$ cat src/rtl/core/ppt_pkg.sv
// ppt_pkg: shared types, constants and the arctangent table of the pose tracking controller
// used by every module under rtl/core; depends on nothing
`default_nettype none

package ppt_pkg;

  // field widths
  localparam int POS_W   = 32;
  localparam int HEAD_W  = 24;
  localparam int GAIN_W  = 24;
  localparam int LIM_W   = 18;
  localparam int RDIST_W = 24;
  localparam int RANG_W  = 18;
  localparam int OUT_W   = 19;

  // defaults handed to the top level parameters
  localparam int CORDIC_STEPS_DEF = 16;
  localparam int QUEUE_DEPTH_DEF  = 4;

  // configuration port
  localparam int PADDR_W = 5;
  localparam int PDATA_W = 32;

  typedef enum logic [2:0] {
    REG_SPEED_GAIN  = 3'd0,
    REG_ALPHA_GAIN  = 3'd1,
    REG_BETA_GAIN   = 3'd2,
    REG_SPEED_LIMIT = 3'd3,
    REG_TURN_LIMIT  = 3'd4,
    REG_REACH_DIST  = 3'd5,
    REG_REACH_ANGLE = 3'd6
  } reg_idx_t;

  localparam logic OP_TARGET = 1'b0;
  localparam logic OP_POSE   = 1'b1;

  typedef enum logic [1:0] {
    KIND_TARGET = 2'b01,
    KIND_POSE   = 2'b10
  } kind_t;

  typedef struct packed {
    kind_t                     kind;
    logic signed [POS_W-1:0]   x;
    logic signed [POS_W-1:0]   y;
    logic signed [HEAD_W-1:0]  h;
  } entry_t;

  typedef struct packed {
    logic signed [GAIN_W-1:0] speed_gain;
    logic signed [GAIN_W-1:0] alpha_gain;
    logic signed [GAIN_W-1:0] beta_gain;
    logic [LIM_W-1:0]         speed_limit;
    logic [LIM_W-1:0]         turn_limit;
    logic [RDIST_W-1:0]       reach_distance;
    logic [RANG_W-1:0]        reach_angle;
  } cfg_t;

  localparam logic signed [GAIN_W-1:0] SPEED_GAIN_RST  = 24'sd328;
  localparam logic signed [GAIN_W-1:0] ALPHA_GAIN_RST  = 24'sd360448;
  localparam logic signed [GAIN_W-1:0] BETA_GAIN_RST   = -24'sd249037;
  localparam logic [LIM_W-1:0]         SPEED_LIMIT_RST = 18'd65536;
  localparam logic [LIM_W-1:0]         TURN_LIMIT_RST  = 18'd65536;
  localparam logic [RDIST_W-1:0]       REACH_DIST_RST  = 24'd2621;
  localparam logic [RANG_W-1:0]        REACH_ANGLE_RST = 18'd11438;

  // arctangent of 2^-i in Q30
  function automatic logic [31:0] atan_q30(input logic [4:0] i);
    logic [31:0] r;
    case (i)
      5'd0:    r = 32'h3243F6A8;
      5'd1:    r = 32'h1DAC6705;
      5'd2:    r = 32'h0FADBAFC;
      5'd3:    r = 32'h07F56EA6;
      5'd4:    r = 32'h03FEAB76;
      5'd5:    r = 32'h01FFD55B;
      5'd6:    r = 32'h00FFFAAA;
      5'd7:    r = 32'h007FFF55;
      5'd8:    r = 32'h003FFFEA;
      5'd9:    r = 32'h001FFFFD;
      5'd10:   r = 32'h000FFFFF;
      5'd11:   r = 32'h0007FFFF;
      5'd12:   r = 32'h0003FFFF;
      5'd13:   r = 32'h0001FFFF;
      5'd14:   r = 32'h0000FFFF;
      5'd15:   r = 32'h00007FFF;
      5'd16:   r = 32'h00003FFF;
      5'd17:   r = 32'h00001FFF;
      5'd18:   r = 32'h00000FFF;
      5'd19:   r = 32'h000007FF;
      5'd20:   r = 32'h000003FF;
      5'd21:   r = 32'h000001FF;
      5'd22:   r = 32'h000000FF;
      5'd23:   r = 32'h0000007F;
      default: r = 32'h00000000;
    endcase
    return r;
  endfunction

endpackage

`default_nettype wire

$ cat src/rtl/core/ppt_front.sv
// ppt_front: input stage, takes beats and classifies them into queue entries
// depends on ppt_pkg
`default_nettype none

module ppt_front import ppt_pkg::*; (
  input  wire logic                     clk,
  input  wire logic                     rst,
  input  wire logic                     in_valid,
  output logic                          in_ready,
  input  wire logic                     operation,
  input  wire logic signed [POS_W-1:0]  pos_x,
  input  wire logic signed [POS_W-1:0]  pos_y,
  input  wire logic signed [HEAD_W-1:0] heading,
  output logic                          push,
  output entry_t                        push_entry,
  input  wire logic                     full
);

  logic   hold_valid;
  entry_t hold;

  assign push       = hold_valid;
  assign push_entry = hold;
  assign in_ready   = !hold_valid || !full;

  always_ff @(posedge clk) begin
    if (rst) begin
      hold_valid <= 1'b0;
    end else if (in_ready) begin
      hold_valid <= in_valid;
    end
  end

  always_ff @(posedge clk) begin
    if (in_ready && in_valid) begin
      hold.kind <= (operation == OP_POSE) ? KIND_POSE : KIND_TARGET;
      hold.x    <= pos_x;
      hold.y    <= pos_y;
      hold.h    <= heading;
    end
  end

endmodule

`default_nettype wire

$ cat config.mk
export PLATFORM = sky130hd
export DESIGN_NAME = ppt_front
export DESIGN_NICKNAME = d
export VERILOG_FILES = /design/src/rtl/core/ppt_pkg.sv /design/src/rtl/core/ppt_front.sv
export SDC_FILE = /design/constraint.sdc
export NUM_CORES = 1
export LEC_CHECK = 0
export BUFFER_PORTS_ARGS = -buffer_cell sky130_fd_sc_hd__buf_2
export CAP_MARGIN = 20
export CORE_MARGIN = 10
export CORE_UTILIZATION = 44
export CTS_CLUSTER_SIZE = 10
export DETAILED_ROUTE_END_ITERATION = 16
export PLACE_DENSITY_LB_ADDON = 0.1
export SLEW_MARGIN = 20
export SYNTH_ARGS = -nofsm -noshare
export SYNTH_HDL_FRONTEND = slang
export SYNTH_SLANG_ARGS = --single-unit
$ cat constraint.sdc
create_clock -name clk -period 8 [get_ports clk]
set_clock_uncertainty 0.05 [all_clocks]
set_input_delay 0.8 -clock clk [delete_from_list [all_inputs] [get_ports clk]]
set_output_delay 0.8 -clock clk [all_outputs]
set_load 0.01 [all_outputs]
# [Word-level counts from Yosys, hierarchy flattened]
# Index checks and enable logic that the tools add are counted.
[classes] muxes=1 reduce_logical=4
[ops] op="logical NOT 1 bit" n=2
[ops] op="two-way mux 2 bit" n=1
[ops] op="logical AND 1 bit" n=1
[ops] op="logical OR 1 bit" n=1
[word_totals] regBits=91 wordCells=10

# [Longest topological paths before layout]
[logic_depth] word_depth=3 mapped_depth=2 mapped_depth_nobuf=2

# [Least setup slack after synthesis]
# No wires, ideal clock.
[synth_timing] path_kind="input to register" from="input full" to="register hold (netlist bit push_entry[0]), enable pin" setup_time_ns=0.459 t_arrival_ns=3.041 required_time_ns=7.491 path_slack_ns=4.450 stages=2 path_buffers=0 path_cell_list="nand2_1 and2_1"
[synth_between] elab_chain_len=3
[synth_lines] item="from (decl)" line="ppt_front.sv:16" rtl="input wire logic full"
[synth_lines] item="logical NOT 1 bit" line="ppt_front.sv:24" rtl="assign in_ready = !hold_valid || !full;"
[synth_lines] item="logical OR 1 bit" line="ppt_front.sv:24"
[synth_lines] item="logical AND 1 bit" line="ppt_front.sv:35" rtl="if (in_ready && in_valid) begin"
[synth_lines] item="to (decl)" line="ppt_front.sv:20" rtl="entry_t hold;"
# Every way passes these cells.
# A chain may end at the register's enable or synchronous reset.

# [Worst setup path in the final report]
[layout_timing] from="input full" to="output in_ready"
[layout_between] elab_chain_len=2
[layout_lines] item="logical NOT 1 bit" line="ppt_front.sv:24"
[layout_lines] item="logical OR 1 bit" line="ppt_front.sv:24"
[layout_lines] item="to (decl)" line="ppt_front.sv:9" rtl="output logic in_ready,"
# Every way passes these cells.

==> qor.txt <==
Vias in the first global route: 1767
Number of DRC markers in iteration 0: 42
CP startpoint: full
CP max-delay cell: buf_2
Width of the die: 99.0 um
Fin. Hold Viols: 0
Core area: 5990 um^2
Clock slew at reported path FFs: 0.08 ns
Worst Hold Class: flip-flop to flip-flop
Design Area, Final: 4050 um^2
R2R depth: 3
Relative slew slack: 73.4%
Placed Area: 3760 um^2
Wirelength per Cell: 19.1 um
Reg2reg setup slack: 6.47 ns
WS Path Type: primary input to output pin
Peak supply drop: 156 uV
First-pass GRT wire length: 10400 um
Antenna violations before repair: 0
Hold Crit Endpoint: push
Hold path startpoint: push
# port buffers: 184
RSZ-0062 raised after global routing: false
Outcome: finished, final reports clean
Clock sinks: 91
Layout Nets: 385
Total number of vias: 1656
CTS Root Cell: clkbuf_8
Inst Count DP: 355
Syn. warnings: 0
DRT Wirelength: 7090 um
FILL cells: 412
Max-cap check violation count: 0
Mean Syn Cell Area: 28.6 um^2
Period utilization: 24.4%
Hold_buf cts: 0
# setup viols final: 0
Peak Freq: 512 MHz
Register share of total power: 54.5%
Post-CTS Setup Inserts: 0
Sum Neg Setup Slack: 0 ns
Setup crit end kind: output pin
Crit path top cell by count: buf_2
Clock share of power: 37.9%
Register area: 2720 um^2
Total grt overflow: 0
Routability cong.: 0.715
DPL Wire Length: 5520 um
Total Power: 0.00103 W
Clk buf depth: 2
Pre-CTS setup slack: 5.64 ns
Gr usage total: 14.3%
Type of origin of the critical path: primary input
Die Area: 9800 um^2
Sequential share of the synthesized area: 99.2%
I/O Pins: 185
Fraction of layout cells with a size suffix above 1: 68.0%
Slowest stage delay, CP: 0.13 ns
Starting Density: 45.8%
Fin cells: 372
CTS tree: done
Cell count after synthesis: 96
PD cells: 255 nW/um^2
Die H: 99.0 um
CTS buffer count: 9
WP data required: 7.15 ns
Tightest Pin Transition: 0.400 ns
Max Slew Vio Count: 0
Drt via density: 4.45
Period minus WS final: 1.95 ns
Static Leak: 1.76 nW
Crit path max fanout: 2
DRC viols: 0
Area of the multi-input gates: 21.3 um^2
Netlist cell types: 7
Area of the mapped netlist: 2750 um^2
Worst reg2reg endpoint: push_entry[52]
Crit path DAT: 1.10 ns
Pint: 0.000830 W
Synth-to-layout area growth: 47.7%
CTS HTree Levels: 3
Sw frac: 19.6%
Syn_nets: 189
Final ANT Viol Nets: 0
Clk_lat worst skew: 0.34 ns
ANT cells: 0
FF-to-FF Start: push
Largest net degree at the start of global routing: 91
#FFs+latches synth: 91
Fin worst setup slack: 6.05 ns
Cells along the critical path: buf_2, nand2_1, buf_2
# rows: 28
Combinational cell fraction of total power: 7.6%
Hold depth: 2
Post-CTS sizing: 0
Switching component of the power: 0.000203 W
Total iterations of the first detailed-routing run: 4
## metal layers
metal  vias up  global-route usage, %  wire length (um)
met5         -                      0                 0
met4         0                   7.06               163
met3        12                   8.52               961
met2       108                   22.3              3570
met1       758                   15.0              2390
li1        778                      -                 -
## cell type report
type                       count  share of cell area [%]
inverter                       1                  0.0926
timing repair buffer         185                    23.4
clock inverter                 7                    3.46
clock buffer                   9                    3.06
tap                           75                    2.31
sequential                    91                    67.2
multi-input combinational      4                   0.525
## cell families (layout without fill, tap and decap cells)
family | count (synthesis) | after routing | share of synthesized area (%)
buffers and inverters | 1 | 202 | 0.137
and+or+nand+nor | 3 | 3 | 0.501
AOI/OAI and AO/OA | 1 | 1 | 0.182
DFF | 91 | 91 | 99.2
## through the flow
stage	hold WS [ns]	util (%)
3_3_place_gp	0.436	62.8
5_1_grt	0.517	67.7
6_report	0.477	67.7
4_1_cts	0.487	67.2
3_5_place_dp	0.466	62.8
2_1_floorplan	0.487	-
## cell usage after synthesis, drive strengths merged
cell,n,area share [%]
a21oi,1,0.18
and2,1,0.23
dfxtp,1,0.73
edfxtp,90,98
inv,1,0.14
nand2,1,0.14
nor2,1,0.14
## power by group through the flow
stage / registers [W] / logic [W] / clock network [W]
floorplan: 0.000592 / 0.00000882 / 0
global placement: 0.000573 / 0.0000767 / 0
detailed placement: 0.000574 / 0.0000784 / 0
CTS: 0.000563 / 0.0000784 / 0.000399
global route: 0.000565 / 0.0000861 / 0.000420
finish: 0.000562 / 0.0000785 / 0.000392
## how the worst max path moves through the flow
stage / end / slack, ns / cells after the start
global placement: push_entry[57] / 5.67 / 3
CTS: push_entry[78] / 6.02 / 3
detailed placement: push_entry[59] / 5.64 / 3
finish: in_ready / 6.05 / 3
floorplan: push_entry[0] / 4.45 / 2
global route: in_ready / 6.00 / 3
## sequential cells by signal, summed over array words and instances, names as in the netlist
name / flops
push_entry: 90
push: 1
## layout by cell type (no fill, tap or decap), drive strengths merged, types with 2 or more instances in the layout
master / netlist / layout
bufinv: 0 / 4
buf: 0 / 185
clkbuf: 0 / 9
clkinvlp: 0 / 2
edfxtp: 90 / 90
## critical path: cells and delay by family
family,cells,cell delay (ns)
simple gates,1,0.07
buf+inv,2,0.23
Note: power is estimated with default switching activity, not from simulation.
