<file path="config.mk">
export PLATFORM = sky130hd
export DESIGN_NAME = ppt_queue
export DESIGN_NICKNAME = d
export VERILOG_FILES = /design/src/rtl/core/ppt_pkg.sv /design/src/rtl/core/ppt_queue.sv
export SDC_FILE = /design/constraint.sdc
export NUM_CORES = 1
export LEC_CHECK = 0
export ABC_AREA = 1
export BUFFER_PORTS_ARGS = -buffer_cell sky130_fd_sc_hd__buf_2
export CAP_MARGIN = 20
export CORE_ASPECT_RATIO = 0.9
export CORE_MARGIN = 10
export CORE_UTILIZATION = 35
export CTS_CLUSTER_SIZE = 24
export DETAILED_ROUTE_END_ITERATION = 10
export MAX_ROUTING_LAYER = met4
export PLACE_DENSITY_LB_ADDON = 0.1
export SYNTH_ARGS = -nofsm -noshare
export SYNTH_HDL_FRONTEND = slang
export SYNTH_SLANG_ARGS = --single-unit
</file>
<file path="constraint.sdc">
create_clock -name clk -period 6.8 [get_ports clk]
set_input_delay 1.02 -clock clk [delete_from_list [all_inputs] [get_ports clk]]
set_output_delay 1.02 -clock clk [all_outputs]
set_load 0.05 [all_outputs]
</file>
<file path="src/rtl/core/ppt_pkg.sv">
// ppt_pkg: shared types, constants and the arctangent table of the pose tracking controller
// used by every module under rtl/core; depends on nothing
`default_nettype none

package ppt_pkg;

  // field widths
  localparam int POS_W   = 32;
  localparam int HEAD_W  = 24;
  localparam int GAIN_W  = 24;
  localparam int LIM_W   = 18;
  localparam int RDIST_W = 24;
  localparam int RANG_W  = 18;
  localparam int OUT_W   = 19;

  // defaults handed to the top level parameters
  localparam int CORDIC_STEPS_DEF = 16;
  localparam int QUEUE_DEPTH_DEF  = 4;

  // configuration port
  localparam int PADDR_W = 5;
  localparam int PDATA_W = 32;

  typedef enum logic [2:0] {
    REG_SPEED_GAIN  = 3'd0,
    REG_ALPHA_GAIN  = 3'd1,
    REG_BETA_GAIN   = 3'd2,
    REG_SPEED_LIMIT = 3'd3,
    REG_TURN_LIMIT  = 3'd4,
    REG_REACH_DIST  = 3'd5,
    REG_REACH_ANGLE = 3'd6
  } reg_idx_t;

  localparam logic OP_TARGET = 1'b0;
  localparam logic OP_POSE   = 1'b1;

  typedef enum logic [1:0] {
    KIND_TARGET = 2'b01,
    KIND_POSE   = 2'b10
  } kind_t;

  typedef struct packed {
    kind_t                     kind;
    logic signed [POS_W-1:0]   x;
    logic signed [POS_W-1:0]   y;
    logic signed [HEAD_W-1:0]  h;
  } entry_t;

  typedef struct packed {
    logic signed [GAIN_W-1:0] speed_gain;
    logic signed [GAIN_W-1:0] alpha_gain;
    logic signed [GAIN_W-1:0] beta_gain;
    logic [LIM_W-1:0]         speed_limit;
    logic [LIM_W-1:0]         turn_limit;
    logic [RDIST_W-1:0]       reach_distance;
    logic [RANG_W-1:0]        reach_angle;
  } cfg_t;

  localparam logic signed [GAIN_W-1:0] SPEED_GAIN_RST  = 24'sd328;
  localparam logic signed [GAIN_W-1:0] ALPHA_GAIN_RST  = 24'sd360448;
  localparam logic signed [GAIN_W-1:0] BETA_GAIN_RST   = -24'sd249037;
  localparam logic [LIM_W-1:0]         SPEED_LIMIT_RST = 18'd65536;
  localparam logic [LIM_W-1:0]         TURN_LIMIT_RST  = 18'd65536;
  localparam logic [RDIST_W-1:0]       REACH_DIST_RST  = 24'd2621;
  localparam logic [RANG_W-1:0]        REACH_ANGLE_RST = 18'd11438;

  // arctangent of 2^-i in Q30
  function automatic logic [31:0] atan_q30(input logic [4:0] i);
    logic [31:0] r;
    case (i)
      5'd0:    r = 32'h3243F6A8;
      5'd1:    r = 32'h1DAC6705;
      5'd2:    r = 32'h0FADBAFC;
      5'd3:    r = 32'h07F56EA6;
      5'd4:    r = 32'h03FEAB76;
      5'd5:    r = 32'h01FFD55B;
      5'd6:    r = 32'h00FFFAAA;
      5'd7:    r = 32'h007FFF55;
      5'd8:    r = 32'h003FFFEA;
      5'd9:    r = 32'h001FFFFD;
      5'd10:   r = 32'h000FFFFF;
      5'd11:   r = 32'h0007FFFF;
      5'd12:   r = 32'h0003FFFF;
      5'd13:   r = 32'h0001FFFF;
      5'd14:   r = 32'h0000FFFF;
      5'd15:   r = 32'h00007FFF;
      5'd16:   r = 32'h00003FFF;
      5'd17:   r = 32'h00001FFF;
      5'd18:   r = 32'h00000FFF;
      5'd19:   r = 32'h000007FF;
      5'd20:   r = 32'h000003FF;
      5'd21:   r = 32'h000001FF;
      5'd22:   r = 32'h000000FF;
      5'd23:   r = 32'h0000007F;
      default: r = 32'h00000000;
    endcase
    return r;
  endfunction

endpackage

`default_nettype wire

</file>
<file path="src/rtl/core/ppt_queue.sv">
// ppt_queue: short fifo of classified entries between the front and back parts
// depends on ppt_pkg
`default_nettype none

module ppt_queue import ppt_pkg::*; #(
  parameter int DEPTH = QUEUE_DEPTH_DEF
) (
  input  wire logic   clk,
  input  wire logic   rst,
  input  wire logic   push,
  input  wire entry_t push_entry,
  output logic        full,
  input  wire logic   pop,
  output logic        head_valid,
  output entry_t      head
);

  localparam int PTR_W = $clog2(DEPTH);
  localparam int CNT_W = $clog2(DEPTH + 1);

  entry_t             slots [DEPTH];
  logic [PTR_W-1:0]   wptr;
  logic [PTR_W-1:0]   rptr;
  logic [CNT_W-1:0]   count;
  logic               do_push;
  logic               do_pop;

  assign full       = (count == CNT_W'(DEPTH));
  assign head_valid = (count != '0);
  assign head       = slots[rptr];
  assign do_push    = push && !full;
  assign do_pop     = pop && head_valid;

  always_ff @(posedge clk) begin
    if (rst) begin
      wptr  <= '0;
      rptr  <= '0;
      count <= '0;
    end else begin
      if (do_push) begin
        wptr <= (wptr == PTR_W'(DEPTH - 1)) ? '0 : wptr + 1'b1;
      end
      if (do_pop) begin
        rptr <= (rptr == PTR_W'(DEPTH - 1)) ? '0 : rptr + 1'b1;
      end
      if (do_push && !do_pop) begin
        count <= count + 1'b1;
      end else if (!do_push && do_pop) begin
        count <= count - 1'b1;
      end
    end
  end

  always_ff @(posedge clk) begin
    if (do_push) begin
      slots[wptr] <= push_entry;
    end
  end

endmodule

`default_nettype wire

</file>
======== After elaboration in Yosys (flattened, before gate mapping) ========
Memories as Yosys holds them, arrays and structs flattened. A register that Yosys moved wholly into a read port is not among the register bits.
Cells that the tools add are included.
storage, ports and cells
  flip-flop bits (word level) ............. 7
  latch bits .............................. 0
  RAM bits ................................ 360
  memory bits (read-only) ................. 0
  bits of input ports ..................... 94
  output and inout port bits .............. 92
  word-level logic and storage cells ...... 28
  memories kept ........................... 1
cells by class
  add/subtract/negate cells ............... 4
  multipliers ............................. 0
  divide/modulo/power cells ............... 0
  order comparisons ....................... 0
  equality and inequality tests ........... 3
  shift operators ......................... 0
  muxes and demuxes ....................... 8
  bitwise logic cells ..................... 0
  reduce and logical (&&, ||, !) cells .... 9
memory list
  memory  words  width  read ports  clocked after Yosys merged registers in  write ports  RTL line         text
  slots   4      90     1           1                                        1            ppt_queue.sv:21  entry_t slots [DEPTH];
operator list
  kind                   count
  $mux W2                4
  $mux W3                2
  $add A2 B1 Y2 const B  2
  $eq A2 B2 Y1 const B   2
  $logic_and A1 B1 Y1    4
  $add A3 B1 Y3 const B  1
  $eq A3 B3 Y1 const B   1
  $logic_not A1 Y1       3
  $reduce_bool A3 Y1     1
  $sub A3 B1 Y3 const B  1
  $mux W1                2
  $reduce_bool A2 Y1     1

======== Logic depth before layout (Yosys ltp) ========
  depth after elaboration ................. 7
  gate-level depth with buffers ........... 13

======== Worst setup path after synthesis ========
OpenSTA, ideal clock, no wires.
  kind .................................... input to register
  start ................................... input push
  end ..................................... memory slots[0][0] (netlist name), enable pin
  data arrival time ....................... 4.913 ns
  path slack .............................. 1.348 ns
  cell stages on the path ................. 2
  path buffers ............................ 0
  cell sequence ........................... nand2_1 > nor2_1
on the way
  longest elaborated chain between the ends .. 3
ends and longest elaborated chain
  element                        RTL line         text
  from (decl)                    ppt_queue.sv:10  input wire logic push,
  $logic_and A1 B1 Y1            ppt_queue.sv:31  assign do_push = push && !full;
  $mux W1                        ppt_queue.sv:55  if (do_push) begin
  $mux W1 (not written as such)  ppt_queue.sv:56  slots[wptr] <= push_entry;
  to (decl)                      ppt_queue.sv:21
Every way passes these cells.

==> results.sh <==
export IMPL_worstReg2RegStart="count[0]"
export IMPL_cp_slowest_cell="inv_6"
export IMPL_fin_nets=1224
export IMPL_dp_cells=1605
export IMPL_tritoncts="built"
export IMPL_numPortBuffers=185
export IMPL_power_density_nw_per_um2=463
export IMPL_fin_skew_ns=0.0126
export IMPL_layout_cells_most_common_list="360 x edfxtp_1, 193 x nor2_1, 185 x buf_2, 171 x o21ai_0, 90 x o22ai_1"
export IMPL_yosysTopAreaCell="edfxtp_1"
export IMPL_min_from="count[1]"
export IMPL_numCtsBuffers=41
export IMPL_crit_type="flop to output pin"
export IMPL_crit_fanout=128
export IMPL_viasPerCell=4.83
export IMPL_drt_total_wl_um=33100
export IMPL_final_common_cell="edfxtp_1"
export IMPL_grt_total_usage=0.139
export IMPL_gp_congestion=0.702
export IMPL_power_total_uw=7570
export IMPL_clk_path_buf_depth=3
export IMPL_finalSetupViolations=0
export IMPL_synth_seq_cells=369
export IMPL_synthCells=940
export IMPL_critPathCapture="head[37]"
export IMPL_reg2reg_slack_ns=4.22
export IMPL_dpl_cell_area_um2=15200
export IMPL_grt_max_degree=129
export IMPL_fmax_mhz=224
export IMPL_hold_path_class="flop to flop"
export IMPL_yosysUniqueCellTypes=21
export IMPL_syn_avg_cell_area_um2=14.7
export IMPL_use_met1=0.176
export IMPL_grt_met2_usage=0.222
export IMPL_grt_overflow_total=0
export IMPL_holdBufCountCts=0
export IMPL_outcome="finished clean"
export IMPL_std_cell_rows=68
export IMPL_worstMarginPinSlew_ns=1.01
export IMPL_clk_latency_ns=0.53
export IMPL_drtIter0Drc=475
export IMPL_slew_headroom=0.327
export IMPL_antenna_found_initial=4
export IMPL_leakagePower_uw=0.00565
export IMPL_cp_cell_sequence="inv_6 -> buf_4 -> nor2_1 -> o22ai_1 -> buf_2"
export IMPL_fp_dieW_um=229
export IMPL_rr_endpoint="slots[2][7]"
export IMPL_regArea_um2=11000
export IMPL_grt_use_met3=0.0306
export IMPL_yosysSeqAreaShare=0.798
export IMPL_routedWlPerCell_um=19.8
export IMPL_synth_area_um2=13800
export IMPL_final_hold_violation_count=0
export IMPL_path_clk_slew_ns=0.06
export IMPL_h_tree_depth=2
export IMPL_cts_root_buf="clkbuf_16"
export IMPL_startpoint_type="flop"
export IMPL_antenna_left=0
export IMPL_drc=0
export IMPL_slew_viol_final=0
export IMPL_fill_cells=3611
export IMPL_cts_setup_buffers=0
export IMPL_synth_top_cell_area_share=0.785
export IMPL_die_area_um2=47700
export IMPL_grt_pass1_vias=8275
export IMPL_grt_pass1_wl_um=50400
export IMPL_multi_input_area_um2=2430
export IMPL_netlist_top_cells_area="edfxtp_1 78%, o21ai_0 6.2%, nor2_1 5.4%, o22ai_1 4.1%, dfxtp_1 1.3%"
export IMPL_grt_setup_unrepaired="false"
export IMPL_first_pass_iters=4
export IMPL_via_count=8082
export IMPL_initial_core_util=0.357
export IMPL_cts_resized=0
export IMPL_fin_crit_sh=0.655
export IMPL_fin_area_um2=16400
export IMPL_place_hpwl_um=18500
export IMPL_drv_cap=0
export IMPL_yosysWarningCount=0
export IMPL_min_period_ns=4.46
export IMPL_ir_worst_vdd_mv=0.268
export IMPL_arrival_ns=3.44
export IMPL_cp_end_kind="output pin"
export IMPL_clkSinkCount=369
export IMPL_io_pins=186
export IMPL_core_um2=38600
export IMPL_required_ns=5.78
export IMPL_drive_gt1_frac=0.217
export IMPL_fin_cells=1674
export IMPL_tns_ns=0
export IMPL_syn_nets=1041
export IMPL_area_growth_pct=18.7
export IMPL_die_y_um=208
export IMPL_cp_slowest_stage_delay_ns=0.78
export IMPL_worstRegToRegCells=5
export IMPL_top_usage_layer="met2"
==> layer usage <==
| metal | vias to the layer above | part of all wire |
|---|---|---|
| li1 | 3892 | - |
| met1 | 3959 | 0.46 |
| met2 | 176 | 0.47 |
| met3 | 55 | 0.049 |
| met4 | 0 | 0.019 |
| met5 | - | 0 |
==> registers in the layout (all words and copies together), names as in the netlist, named ones only <==
name,flops
rptr,2
slots,360
count,3
wptr,2
==> cells by family after synthesis <==
family,synth area share
buffers and inverters,0.0281
xor gates and xnor gates,0.000636
DFF,0.798
AOI/OAI and AO/OA,0.107
adders and majority gates,0.00690
and+or+nand+nor,0.0594
==> per-stage QoR <==
| stage | setup slack (ns) | hold WS (ns) | util |
|---|---|---|---|
| after floorplan | 1.35 | 0.483 | - |
| after global placement | 2.86 | 0.518 | 0.393 |
| after detailed placement | 2.89 | 0.520 | 0.394 |
| after CTS | 2.31 | 0.531 | 0.423 |
| after global routing | 2.07 | 0.579 | 0.423 |
| final | 2.34 | 0.527 | 0.423 |
==> how the worst min path moves through the flow <==
stage / slack (ns) / end / depth (start not counted)
finish: 0.53 / count[1] / 2
floorplan: 0.48 / flop / 2
global route: 0.58 / count[1] / 2
detailed placement: 0.52 / count[1] / 2
global placement: 0.52 / count[1] / 2
CTS: 0.53 / count[1] / 2
==> worst max-delay path, delay by kind of cell (launching register included) <==
| kind | cells | cell delay, ns |
|---|---|---|
| buf+inv | 3 | 1.73 |
| compound gates | 1 | 0.31 |
| flops | 1 | 0.57 |
| simple gates | 1 | 0.11 |
==> cell type report <==
cell class	count	area share
antenna	4	0.000612
clock buffer	55	0.0660
clock inverter	10	0.00390
inverter	17	0.00421
multi-input combinational	496	0.149
sequential	369	0.672
tap	525	0.0402
timing repair buffer	198	0.0641
==> Yosys cell counts <==
cell	instances
a21oi_1	2
buf_12	1
buf_2	1
buf_4	2
buf_6	10
clkbuf_1	44
dfxtp_1	9
edfxtp_1	360
fa_1	1
ha_1	6
inv_1	16
inv_6	1
nand2_1	14
nand3_1	1
nand3b_1	2
nand4_1	1
nor2_1	197
o21ai_0	171
o21ai_1	10
o22ai_1	90
xor2_1	1
==> where the power goes <==
| group | switching, uW | leakage, uW | internal, uW |
|---|---|---|---|
| logic | 2180 | 0.00173 | 556 |
| clock network | 820 | 0.000550 | 1130 |
| registers | 103 | 0.00337 | 2770 |
No activity file was read; power rests on OpenSTA's default activity.
